## src/rtl/core/sorted_list_engine_assert.svh

```systemverilog
// ---------------------------------------------------------------------------
// Sorted list engine assertion macros
// Shared property macros for the concurrent checks in the RTL.
// ---------------------------------------------------------------------------
`ifndef SORTED_LIST_ENGINE_ASSERT_SVH
`define SORTED_LIST_ENGINE_ASSERT_SVH

// Same-cycle implication, disabled while reset is asserted.
`define SLE_ASSERT_IMPL(label, clk, rst_n, ante, cons) \
	label: assert property (@(posedge clk) disable iff (!rst_n) (ante) |-> (cons)) \
		else $error("sorted list engine: same-cycle check failed");

// Next-cycle implication, disabled while reset is asserted.
`define SLE_ASSERT_NEXT(label, clk, rst_n, ante, cons) \
	label: assert property (@(posedge clk) disable iff (!rst_n) (ante) |=> (cons)) \
		else $error("sorted list engine: next-cycle check failed");

`endif

```

## src/rtl/core/sle_pkg.sv

```systemverilog
// ---------------------------------------------------------------------------
// Sorted list engine package
// Types, codes and defaults shared by the engine, its cells and interfaces.
// ---------------------------------------------------------------------------
package sle_pkg;

	localparam int SLE_CAPACITY = 16;
	localparam int SLE_DATA_W   = 32;

	typedef logic signed [SLE_DATA_W-1:0] sle_data_t;

	typedef enum logic [1:0] {
		FUNC_INSERT    = 2'd0,
		FUNC_REMOVE    = 2'd1,
		FUNC_READ_ASC  = 2'd2,
		FUNC_READ_DESC = 2'd3
	} sle_func_t;

	typedef enum logic [1:0] {
		STATUS_OK        = 2'd0,
		STATUS_FULL      = 2'd1,
		STATUS_NOT_FOUND = 2'd2
	} sle_status_t;

	// per-cycle command broadcast to every cell
	typedef enum logic [2:0] {
		CELL_HOLD   = 3'd0,
		CELL_INSERT = 3'd1,
		CELL_REMOVE = 3'd2,
		CELL_ROT_L  = 3'd3,
		CELL_ROT_R  = 3'd4
	} sle_cell_op_t;

	typedef struct packed {
		sle_cell_op_t op;
		sle_data_t    key;
	} sle_cell_ctl_t;

	typedef enum logic [1:0] {
		ST_IDLE = 2'b01,
		ST_READ = 2'b10
	} sle_state_t;

endpackage

```

## src/rtl/core/sle_cmd_if.sv

```systemverilog
// ---------------------------------------------------------------------------
// Sorted list engine command channel
// valid/ready channel carrying one operation word.
// ---------------------------------------------------------------------------
interface sle_cmd_if import sle_pkg::*; ();
	logic      valid;
	logic      ready;
	logic [1:0] func;
	sle_data_t value;

	modport source (output valid, output func, output value, input ready);
	modport sink (input valid, input func, input value, output ready);
endinterface

```

## src/rtl/core/sle_rsp_if.sv

```systemverilog
// ---------------------------------------------------------------------------
// Sorted list engine response channel
// valid/ready channel carrying one result word.
// ---------------------------------------------------------------------------
interface sle_rsp_if import sle_pkg::*; ();
	logic       valid;
	logic       ready;
	sle_data_t  item_value;
	logic       is_last;
	logic       list_empty;
	logic [1:0] status;

	modport source (output valid, output item_value, output is_last, output list_empty,
		output status, input ready);
	modport sink (input valid, input item_value, input is_last, input list_empty,
		input status, output ready);
endinterface

```

## src/rtl/core/sle_cell.sv

```systemverilog
// ---------------------------------------------------------------------------
// Sorted list engine cell
// Holds one list position; shifts, inserts, removes and rotates with neighbors.
// ---------------------------------------------------------------------------
module sle_cell import sle_pkg::*; (
	input  logic          clk,
	input  sle_cell_ctl_t ctl,
	input  logic          occupied,
	input  sle_data_t     left_value,
	input  sle_data_t     right_value,
	input  logic          ins_here,   // left neighbor is below key (or this is the head)
	input  logic          hit_in,     // a match exists further toward the head
	output sle_data_t     value,
	output logic          lt,
	output logic          hit_out
);

	sle_data_t value_q;
	logic      eq;

	assign lt      = occupied && (value_q < ctl.key);
	assign eq      = occupied && (value_q == ctl.key);
	assign hit_out = hit_in || eq;
	assign value   = value_q;

	always_ff @(posedge clk) begin
		case (ctl.op)
			CELL_INSERT: begin
				if (!lt) begin
					value_q <= ins_here ? ctl.key : left_value;
				end
			end
			CELL_REMOVE: begin
				if (hit_out) begin
					value_q <= right_value;
				end
			end
			CELL_ROT_L: value_q <= right_value;
			CELL_ROT_R: value_q <= left_value;
			default: value_q <= value_q;
		endcase
	end

endmodule

```

## src/rtl/core/sorted_list_engine.sv

```systemverilog
// ---------------------------------------------------------------------------
// Sorted list engine
// Bounded ascending list of signed 32-bit values kept in a row of cells.
// ---------------------------------------------------------------------------
// Usage:
//  - cmd channel: one word per operation (func, value). Insert places value
//    ahead of equal entries; remove deletes the first equal entry.
//  - rsp channel: insert/remove return one status word (ok, full, not found)
//    with is_last set. Reads return one word per entry, ascending or
//    descending, is_last on the final one; an empty list gives one word with
//    list_empty set.
//  - Insert/remove: once accepted, status word valid the next cycle;
//    one per cycle while rsp keeps up.
//  - Reads: the cell row rotates through all CAPACITY positions, one per
//    cycle, so a read holds cmd off until the rotation is done and streams
//    one entry per cycle while rsp keeps up. An empty read does not rotate.
//  - The single output register decouples the sides; if rsp stalls, the
//    rotation and cmd acceptance pause until the word is taken.
//  - Reset (arst_n low) empties the list; cell contents are not cleared.
// ---------------------------------------------------------------------------
`include "sorted_list_engine_assert.svh"

module sorted_list_engine import sle_pkg::*; #(
	parameter int CAPACITY = SLE_CAPACITY
) (
	input  logic      clk,
	input  logic      arst_n,
	sle_cmd_if.sink   cmd,
	sle_rsp_if.source rsp
);

	localparam int CW = $clog2(CAPACITY + 1);   // entry count
	localparam int KW = $clog2(CAPACITY);       // rotation step

	sle_state_t    state_q;
	logic [CW-1:0] count_q;
	logic [KW-1:0] step_q;
	logic          desc_q;

	logic          rsp_valid_q;
	sle_data_t     item_q;
	logic          last_q;
	logic          empty_q;
	sle_status_t   status_q;

	sle_cell_ctl_t ctl;
	sle_data_t     cell_value [CAPACITY];
	logic          cell_lt    [CAPACITY];
	logic          cell_hit   [CAPACITY];
	logic          cell_occ   [CAPACITY];

	logic          out_free;
	logic          acc;
	logic          full;
	logic          found;
	logic          step_go;
	logic          emit;
	logic          emit_last;
	logic [CW-1:0] step_ext;

	assign out_free  = !rsp_valid_q || rsp.ready;
	assign cmd.ready = (state_q == ST_IDLE) && out_free;
	assign acc       = cmd.valid && cmd.ready;
	assign full      = (count_q == CW'(CAPACITY));
	assign found     = cell_hit[CAPACITY-1];
	assign step_go   = (state_q == ST_READ) && out_free;
	assign step_ext  = CW'(step_q);

	// Ascending: rotate left, head cell shows original entry step_q.
	// Descending: rotate right, tail cell shows original entry CAPACITY-1-step_q.
	always_comb begin
		if (desc_q) begin
			emit      = step_ext >= (CW'(CAPACITY) - count_q);
			emit_last = (step_q == KW'(CAPACITY - 1));
		end else begin
			emit      = step_ext < count_q;
			emit_last = (step_ext == count_q - CW'(1));
		end
	end

	// command broadcast to the cell row
	always_comb begin
		ctl.key = cmd.value;
		ctl.op  = CELL_HOLD;
		if (acc) begin
			unique case (sle_func_t'(cmd.func))
				FUNC_INSERT: ctl.op = full ? CELL_HOLD : CELL_INSERT;
				FUNC_REMOVE: ctl.op = CELL_REMOVE;
				default:     ctl.op = CELL_HOLD;
			endcase
		end else if (step_go) begin
			ctl.op = desc_q ? CELL_ROT_R : CELL_ROT_L;
		end
	end

	// cell row, closed into a ring for rotation
	for (genvar i = 0; i < CAPACITY; i++) begin : g_cell
		localparam int LEFT  = (i == 0) ? CAPACITY - 1 : i - 1;
		localparam int RIGHT = (i == CAPACITY - 1) ? 0 : i + 1;

		assign cell_occ[i] = (CW'(i) < count_q);

		sle_cell u_cell (
			.clk         (clk),
			.ctl         (ctl),
			.occupied    (cell_occ[i]),
			.left_value  (cell_value[LEFT]),
			.right_value (cell_value[RIGHT]),
			.ins_here    ((i == 0) ? 1'b1 : cell_lt[LEFT]),
			.hit_in      ((i == 0) ? 1'b0 : cell_hit[LEFT]),
			.value       (cell_value[i]),
			.lt          (cell_lt[i]),
			.hit_out     (cell_hit[i])
		);
	end

	// control: state, count, rotation step
	always_ff @(posedge clk or negedge arst_n) begin
		if (!arst_n) begin
			state_q     <= ST_IDLE;
			count_q     <= '0;
			step_q      <= '0;
			desc_q      <= 1'b0;
			rsp_valid_q <= 1'b0;
		end else begin
			if (rsp.ready) begin
				rsp_valid_q <= 1'b0;
			end
			unique case (state_q)
				ST_IDLE: begin
					if (acc) begin
						case (sle_func_t'(cmd.func))
							FUNC_INSERT: begin
								rsp_valid_q <= 1'b1;
								if (!full) begin
									count_q <= count_q + CW'(1);
								end
							end
							FUNC_REMOVE: begin
								rsp_valid_q <= 1'b1;
								if (found) begin
									count_q <= count_q - CW'(1);
								end
							end
							default: begin
								if (count_q == '0) begin
									rsp_valid_q <= 1'b1;
								end else begin
									state_q <= ST_READ;
									step_q  <= '0;
									desc_q  <= (sle_func_t'(cmd.func) == FUNC_READ_DESC);
								end
							end
						endcase
					end
				end
				ST_READ: begin
					if (out_free) begin
						rsp_valid_q <= emit;
						step_q      <= step_q + KW'(1);
						if (step_q == KW'(CAPACITY - 1)) begin
							state_q <= ST_IDLE;
						end
					end
				end
				default: state_q <= ST_IDLE;
			endcase
		end
	end

	// output word payload
	always_ff @(posedge clk) begin
		if (acc) begin
			item_q  <= '0;
			last_q  <= 1'b1;
			empty_q <= 1'b0;
			case (sle_func_t'(cmd.func))
				FUNC_INSERT: status_q <= full ? STATUS_FULL : STATUS_OK;
				FUNC_REMOVE: status_q <= found ? STATUS_OK : STATUS_NOT_FOUND;
				default: begin
					status_q <= STATUS_OK;
					empty_q  <= 1'b1;
				end
			endcase
		end else if (step_go) begin
			item_q   <= desc_q ? cell_value[CAPACITY-1] : cell_value[0];
			last_q   <= emit_last;
			empty_q  <= 1'b0;
			status_q <= STATUS_OK;
		end
	end

	assign rsp.valid      = rsp_valid_q;
	assign rsp.item_value = item_q;
	assign rsp.is_last    = last_q;
	assign rsp.list_empty = empty_q;
	assign rsp.status     = status_q;

	`SLE_ASSERT_IMPL(a_count_bound, clk, arst_n, 1'b1, count_q <= CW'(CAPACITY))
	`SLE_ASSERT_IMPL(a_no_cmd_in_read, clk, arst_n, state_q == ST_READ, !cmd.ready)
	`SLE_ASSERT_NEXT(a_full_drop, clk, arst_n,
		acc && cmd.func == FUNC_INSERT && full, rsp.valid && rsp.status == STATUS_FULL)
	`SLE_ASSERT_NEXT(a_insert_grows, clk, arst_n,
		acc && cmd.func == FUNC_INSERT && !full, count_q == $past(count_q) + CW'(1))

endmodule

```

## src/flat_wrapper.sv

```systemverilog
// flat-port wrapper written by rule: the top's interface ports become plain ports
module sorted_list_engine_flat import sle_pkg::*;
#(
	parameter int CAPACITY = SLE_CAPACITY
)
  (clk, arst_n, cmd_valid, cmd_func, cmd_value, cmd_ready, rsp_valid, rsp_item_value, rsp_is_last, rsp_list_empty, rsp_status, rsp_ready);
  sle_cmd_if cmd_i ();
  sle_rsp_if rsp_i ();
  input  logic clk;
  input  logic arst_n;
  input wire logic [$bits(cmd_i.valid)-1:0] cmd_valid;
  input wire logic [$bits(cmd_i.func)-1:0] cmd_func;
  input wire logic [$bits(cmd_i.value)-1:0] cmd_value;
  output wire logic [$bits(cmd_i.ready)-1:0] cmd_ready;
  output wire logic [$bits(rsp_i.valid)-1:0] rsp_valid;
  output wire logic [$bits(rsp_i.item_value)-1:0] rsp_item_value;
  output wire logic [$bits(rsp_i.is_last)-1:0] rsp_is_last;
  output wire logic [$bits(rsp_i.list_empty)-1:0] rsp_list_empty;
  output wire logic [$bits(rsp_i.status)-1:0] rsp_status;
  input wire logic [$bits(rsp_i.ready)-1:0] rsp_ready;
  assign cmd_i.valid = cmd_valid;
  assign cmd_i.func = cmd_func;
  assign cmd_i.value = cmd_value;
  assign cmd_ready = cmd_i.ready;
  assign rsp_valid = rsp_i.valid;
  assign rsp_item_value = rsp_i.item_value;
  assign rsp_is_last = rsp_i.is_last;
  assign rsp_list_empty = rsp_i.list_empty;
  assign rsp_status = rsp_i.status;
  assign rsp_i.ready = rsp_ready;
  sorted_list_engine #(.CAPACITY(CAPACITY)) u_core (.clk(clk), .arst_n(arst_n), .cmd(cmd_i), .rsp(rsp_i));
endmodule
```

## config.mk

```make
export PLATFORM = sky130hd
export DESIGN_NAME = sorted_list_engine_flat
export DESIGN_NICKNAME = d
export VERILOG_FILES = /design/src/rtl/core/sle_pkg.sv /design/src/rtl/core/sle_cmd_if.sv /design/src/rtl/core/sle_rsp_if.sv /design/src/rtl/core/sle_cell.sv /design/src/rtl/core/sorted_list_engine.sv /design/src/flat_wrapper.sv
export VERILOG_INCLUDE_DIRS = /design/src /design/src/rtl/core
export SDC_FILE = /design/constraint.sdc
export NUM_CORES = 2
export LEC_CHECK = 0
export ABC_CLOCK_PERIOD_IN_PS = 7550
export BUFFER_PORTS_ARGS = -buffer_cell sky130_fd_sc_hd__buf_2
export CAP_MARGIN = 25
export CORE_UTILIZATION = 45
export CTS_BUF_LIST = sky130_fd_sc_hd__clkbuf_16
export CTS_CLUSTER_DIAMETER = 30
export DETAILED_ROUTE_END_ITERATION = 16
export PLACE_DENSITY = 0.65
export REMOVE_ABC_BUFFERS = 1
export SYNTH_ARGS = -nofsm -noshare
export SYNTH_HDL_FRONTEND = slang
export SYNTH_SLANG_ARGS = --single-unit
export TNS_END_PERCENT = 100
```

## constraint.sdc

```tcl
create_clock -name clk -period 7.55 [get_ports clk]
set_input_delay 1.1325 -clock clk [delete_from_list [all_inputs] [get_ports clk]]
set_output_delay 1.1325 -clock clk [all_outputs]
set_load 0.005 [all_outputs]
```

* Word-level counts from Yosys, hierarchy flattened
Index checks and enable logic that the tools add are counted.
** Storage, ports and cells
- Input bits :: 38
- Logic and storage cells :: 309
- Register bits after elaboration :: 561
- Output and inout bits :: 38
** Operators by class
- Add/sub/neg operators :: 4
- Mux-type cells :: 99
- $lt $le $gt $ge :: 34
- Reductions and logical operators :: 79
- Bitwise logic cells :: 2
- Equality and inequality tests :: 66
** Operator list (number)
- case mux 32 bit (4 select lines) :: 16
- 2-to-1 mux 32 bit :: 48
- == test 32 bit :: 16
- less-than comparator 32 bit :: 16
- inequality test 2 bit, second input constant :: 35
- AND reduction 3 bit :: 16
- less-than comparator 4 x 5 -> 1 bit, first input constant :: 8
- logical AND 1 bit :: 35
- less-than comparator 3 x 5 -> 1 bit, first input constant :: 4
- logical OR 1 bit :: 16
- 2-to-1 mux 2 bit :: 8
- 2-to-1 mux 4 bit :: 4
- AND reduction 5 bit :: 3
- 2-to-1 mux 1 bit :: 12
- less-than comparator 1 x 5 -> 1 bit, first input constant :: 2
- less-than comparator 2 x 5 -> 1 bit, first input constant :: 2
- 2-to-1 mux 5 bit :: 2
- case mux 5 bit (2 select lines) :: 1
- 2-to-1 mux 3 bit :: 3
- inequality test 2 x 1 -> 1 bit, second input constant :: 4
- case mux 2 bit (2 select lines) :: 2
- case mux 4 bit (2 select lines) :: 1
- == test 3 x 2 -> 1 bit, second input constant :: 2
- case mux 3 bit (2 select lines) :: 1
- 22 further kinds :: 27

* Longest topological paths before layout
- Word-level depth :: 20
- Mapped depth :: 14

* Modules after synthesis
Synthesis repeated with hierarchy kept, for this count alone.
** Second synthesis, totals
- Cell total of the unflattened synthesis :: 4064
- Area total of the unflattened synthesis :: 40443.8 µm²
** By module, submodules not included
- sle_cell :: seq. area each 960.9 µm², times used 16, area each 2352.3 µm², cells an instance 235
- sorted_list_engine :: seq. area each 1077.3 µm², times used 1, area each 2807.7 µm², cells an instance 304

* Least setup slack after synthesis
No wires, ideal clock.
- Kind :: input to register
- Start :: in cmd_value[31]
- End :: reg u_core.g_cell[10].u_cell.value_q[0], enable pin
- Library setup time :: 480 ps
- Stages :: 8
- Required time :: 7070 ps
- Data arrival time :: 5746 ps
- Path buffers :: 0
- Slack :: 1324 ps
- Cell sequence :: inv_1 -> ha_1 -> nand4_1 -> or4_4 -> a2111oi_4 -> nor3_2 -> xnor2_1 -> a311oi_1
** Between the ends
- Longest elaborated chain between the ends :: 14
** Ends and longest elaborated chain
- start, declared :: RTL line flat_wrapper.sv:13 : input wire logic [$bits(cmd_i.value)-1:0] cmd_value;
- == test 32 bit :: RTL line sle_cell.sv:22 : assign eq = occupied && (value_q == ctl.key);
- logical AND 1 bit :: RTL line sle_cell.sv:22
- logical OR 1 bit (10 in a row) :: RTL line sle_cell.sv:23 : assign hit_out = hit_in || eq;
- inequality test 2 bit (no line)
- AND reduction 3 bit (no line) (*)
- end signal, assigned :: RTL line sle_cell.sv:30 : value_q <= ins_here ? ctl.key : left_value;
- end signal, assigned :: RTL line sle_cell.sv:35 : value_q <= right_value;
- end signal, assigned :: RTL line sle_cell.sv:38 : CELL_ROT_L: value_q <= right_value;
- end, declared :: RTL line sle_cell.sv:18 : sle_data_t value_q;
Every way passes the cells marked *; elsewhere a longest branch is shown, timed or not.
A chain may end at the register's enable or synchronous reset.

* Worst setup path in the final report
- Start :: in cmd_value[23]
- End :: reg u_core.g_cell[11].u_cell.value_q[31] (data pin)
** Between the ends
- Longest elaborated chain between the ends :: 5
** Ends and longest elaborated chain
- less-than comparator 32 bit :: RTL line sle_cell.sv:21 : assign lt = occupied && (value_q < ctl.key);
- logical AND 1 bit :: RTL line sle_cell.sv:21
- 2-to-1 mux 32 bit :: RTL line sle_cell.sv:30
- 2-to-1 mux 32 bit :: RTL line sle_cell.sv:29 : if (!lt) begin
- case mux 32 bit (4 select lines) :: RTL line sle_cell.sv:27 : case (ctl.op)
- end signal, assigned :: RTL line sle_cell.sv:30
- end signal, assigned :: RTL line sle_cell.sv:35
- end signal, assigned :: RTL line sle_cell.sv:38
- end, declared :: RTL line sle_cell.sv:18
No other way between the ends. The select of a mux whose other input is x is not followed.

==> metrics.txt <==
Post-Place Cell Area=just over 0.04 mm²; Max-Cap Viols=0; die height=296 µm; outcome=finished, final reports clean; clock root cell=clkbuf_16; Critical Path Start Type=primary input; cts repair resizes=0; post-CTS setup buffer count=0; Final period util=between 70 and 80%; Synth Area in Compound Gates=between 20 and 25%; Port Buffers=75; Setup violations, final=0; largest family of logic cells by synthesized area=compound AO/OA/AOI/OAI gates; Crit path largest cell delay=0.76 ns; total die area=0.0876 mm²; Pre-antenna DRT Iters=8; xor and xnor area share after synthesis=0.293%; post-route design area=0.0463 mm²; TritonCTS Sinks=561; FF/Latch Area=0.0165 mm²; DP Wirelength=129000 µm; number of synthesized flops with an enable pin=515; crit end category=register; commonest cells after routing, fill and taps aside=ha_1 (527), edfxtp_1 (515), a221o_1 (383); total track usage=between 40 and 50%; Mapped Cells=3668; ratio of cells with drive above 1 in the final layout=12.2%; Crit Path Max Fanout=24; first-pass GRT wire length=257000 µm; slew of the pin with the lowest slew margin=1.22 ns; Syn Area/Cell=10.6 µm²; Hold Vio Cnt, Final=0; post-DR wirelength/cell=36.6 µm; area of the multi-input gates=0.0215 mm²; Final GP Congestion=1.05; Layout area overhead=19.2%; DR vias/cell=7.22; post-synthesis cell type count=75; crit-path leading delay family=simple AND/OR/NAND/NOR gates; initial drt markers=between 6000 and 7000; Pwr Total=approximately 27 mW; ys flop type=edfxtp_1; hold slack final=0.274 ns; num rows=107; mux contribution to synthesized area=under 10%; Total Wirelength=186000 µm; Filler Cells Inserted=7442; routed vias=36600; Synth Register Bits=around 560; TNS Setup=0 ns; Clock Pin Slew Worst Setup and Hold Paths=~0.040 ns; initial antenna violation count=12; largest net degree at the start of global routing=170; die width=296 µm; TritonCTS buffer count=149; starting density of the core=45.5%; worst IR drop on VDD=around 0.00038 V; Post-Synth Simple-Gate Area=13.2%; vias in the first global route=34400; Post-synth ARST share=2.32%; H-tree levels=4; CTS tree=done; RSZ-0062 raised after global routing=no; Tightest Hold Check Type=in -> async; grt ovf=0; Final Skew=0.0294 ns; cell area after synthesis=around 0.04 mm²; Leakage=around 19 nW; worst setup path category=in -> reg; CP Cell Sequence=buf_2 > inv_1 > ha_1 > nand4_1 > or4_4 > o221ai_1 > nor3_2 > xnor2_1 > a31oi_4 > buf_4 > a221o_2; Place WS=1.57 ns; Yosys warning total=0; Max Freq=0.182 GHz; Worst Path Required=about 8 ns; PD cells=593 mW/mm²; hold_buf cts=0; slowest cell on the critical path=xnor2_1; Final Worst Setup Slack=between 2 and 2.5 ns; Synth Area in Adders=17.0%; Buf/Inv on CP=3; antenna-violating nets left=0; Max Slew Vio Count=0; worst-skew pair later-pin latency=0.76 ns; max_slew headroom=17.7%; min Tclk post-route=5.50 ns; r2r setup slk=2.55 ns; Max clock buf depth=3; io pins=76; Final nets=4365; leading cell type in the layout, fill and taps excluded=ha_1; register area share after synthesis=42.3%; # DRC=0; crit path DAT=5.99 ns; core area=0.0854 mm²
## path summary, 6_finish.rpt
path                            depth (start not counted)                                           end                     startpoint
worst max-delay path                                   11  u_core.g_cell[11].u_cell.value[31]$_DFFE_PP_                  cmd_value[23]
min in group clk                                        2                 u_core.state_q[0]$_DFFE_PN1P_  u_core.state_q[0]$_DFFE_PN1P_
worst min register to register                          2                 u_core.state_q[0]$_DFFE_PN1P_  u_core.state_q[0]$_DFFE_PN1P_
worst max register to register                         10   u_core.g_cell[5].u_cell.value[30]$_DFFE_PP_  u_core.state_q[0]$_DFFE_PN1P_
max in group asynchronous                               1                 u_core.state_q[0]$_DFFE_PN1P_                         arst_n
worst min-delay path                                    1                  u_core.step_q[0]$_DFFE_PN0P_                         arst_n
## report_power, final
group / internal [mW] / leakage [nW] / switching (mW)
registers: 6.14 / 5.25 / 1.96
logic: 4.51 / 11.3 / 8.62
clock network: 4.21 / 2.50 / 2.03
total: 14.9 / 19.1 / 12.6
## logic make-up after synthesis
logic type	Yosys count
compound gates	1102
simple gates	1048
flops	561
fa+ha+maj	527
buf+inv	367
mux	50
xor+xnor	13
## through the flow
step	std cells	utilization (%)
4_1_cts	5064	54.2
6_report	5070	54.2
3_5_place_dp	4790	48.5
3_3_place_gp	4786	48.4
2_1_floorplan	3465	-
5_1_grt	5067	54.2
## worst register-to-register path: stages, from the launching register on
cell	delay, ns
dfstp_2	0.37
inv_1	0.05
ha_1	0.37
and2_4	0.82
and3_2	0.75
buf_4	0.55
nor3_1	0.16
mux2i_4	0.89
buf_4	0.53
and3_1	0.23
a221o_1	0.14
## synth_stat cells, types with 5 or more instances
| library cell | count | area share [%] |
|---|---|---|
| dfrtp_1 | 12 | 0.77 |
| nand4_1 | 117 | 1.9 |
| o221ai_1 | 97 | 2.2 |
| buf_1 | 16 | 0.15 |
| a21oi_1 | 225 | 2.9 |
| a221oi_1 | 9 | 0.20 |
| and3_1 | 72 | 1.2 |
| a211oi_1 | 47 | 0.91 |
| nor2b_1 | 43 | 0.69 |
| o21ai_1 | 5 | 0.064 |
| nand2b_1 | 17 | 0.27 |
| a21o_1 | 97 | 1.9 |
| nor4_1 | 20 | 0.32 |
| nor3_1 | 38 | 0.49 |
| o31a_1 | 8 | 0.18 |
| nand2_1 | 229 | 2.2 |
| a22oi_1 | 32 | 0.62 |
| and2_1 | 109 | 1.8 |
| ha_1 | 527 | 17 |
| buf_2 | 21 | 0.27 |
| dfxtp_1 | 33 | 1.7 |
| and4_1 | 6 | 0.14 |
| nor2_1 | 322 | 3.1 |
| a221o_1 | 383 | 9.9 |
| o211ai_1 | 22 | 0.42 |
| a31oi_1 | 15 | 0.24 |
| clkbuf_1 | 162 | 1.6 |
| xnor2_1 | 10 | 0.23 |
| mux2i_1 | 46 | 1.2 |
| nand3_1 | 42 | 0.54 |
| o21a_1 | 11 | 0.21 |
| edfxtp_1 | 515 | 40 |
| or4_1 | 5 | 0.097 |
| inv_1 | 164 | 1.6 |
| o31ai_1 | 7 | 0.14 |
| or3_1 | 8 | 0.13 |
| o21ai_0 | 96 | 1.2 |
## routing by layer
layer / track usage [%] / wire length (µm) / part of all wire, %
met1: 54.3 / 68800 / 37
met5: 0 / 79 / 0.043
met3: 14.3 / 26900 / 14
met2: 59.6 / 76700 / 41
met4: 27.2 / 13200 / 7.1
## final cells by class
type	count	share of cell area (%)
inverters	164	1.33
flip-flops and latches	561	35.5
clock inverters	121	2.36
diodes	3	0.0162
repair buffers	184	2.99
clock buffers	153	8.26
multi-input cells	2740	46.4
well taps	1144	3.09
## state kept, by name (all words and copies together), names as in the netlist
| signal | cells |
|---|---|
| u_core.g_cell.u_cell.value | 512 |
| u_core.rsp.item_value | 32 |
| u_core.count_q | 5 |
| u_core.step_q | 4 |
| u_core.rsp.status | 2 |
| u_core.state_q | 2 |
| u_core.desc_q | 1 |
| u_core.rsp.is_last | 1 |
| u_core.rsp.list_empty | 1 |
| u_core.rsp.valid | 1 |
Power figures use the tool's default switching activity.
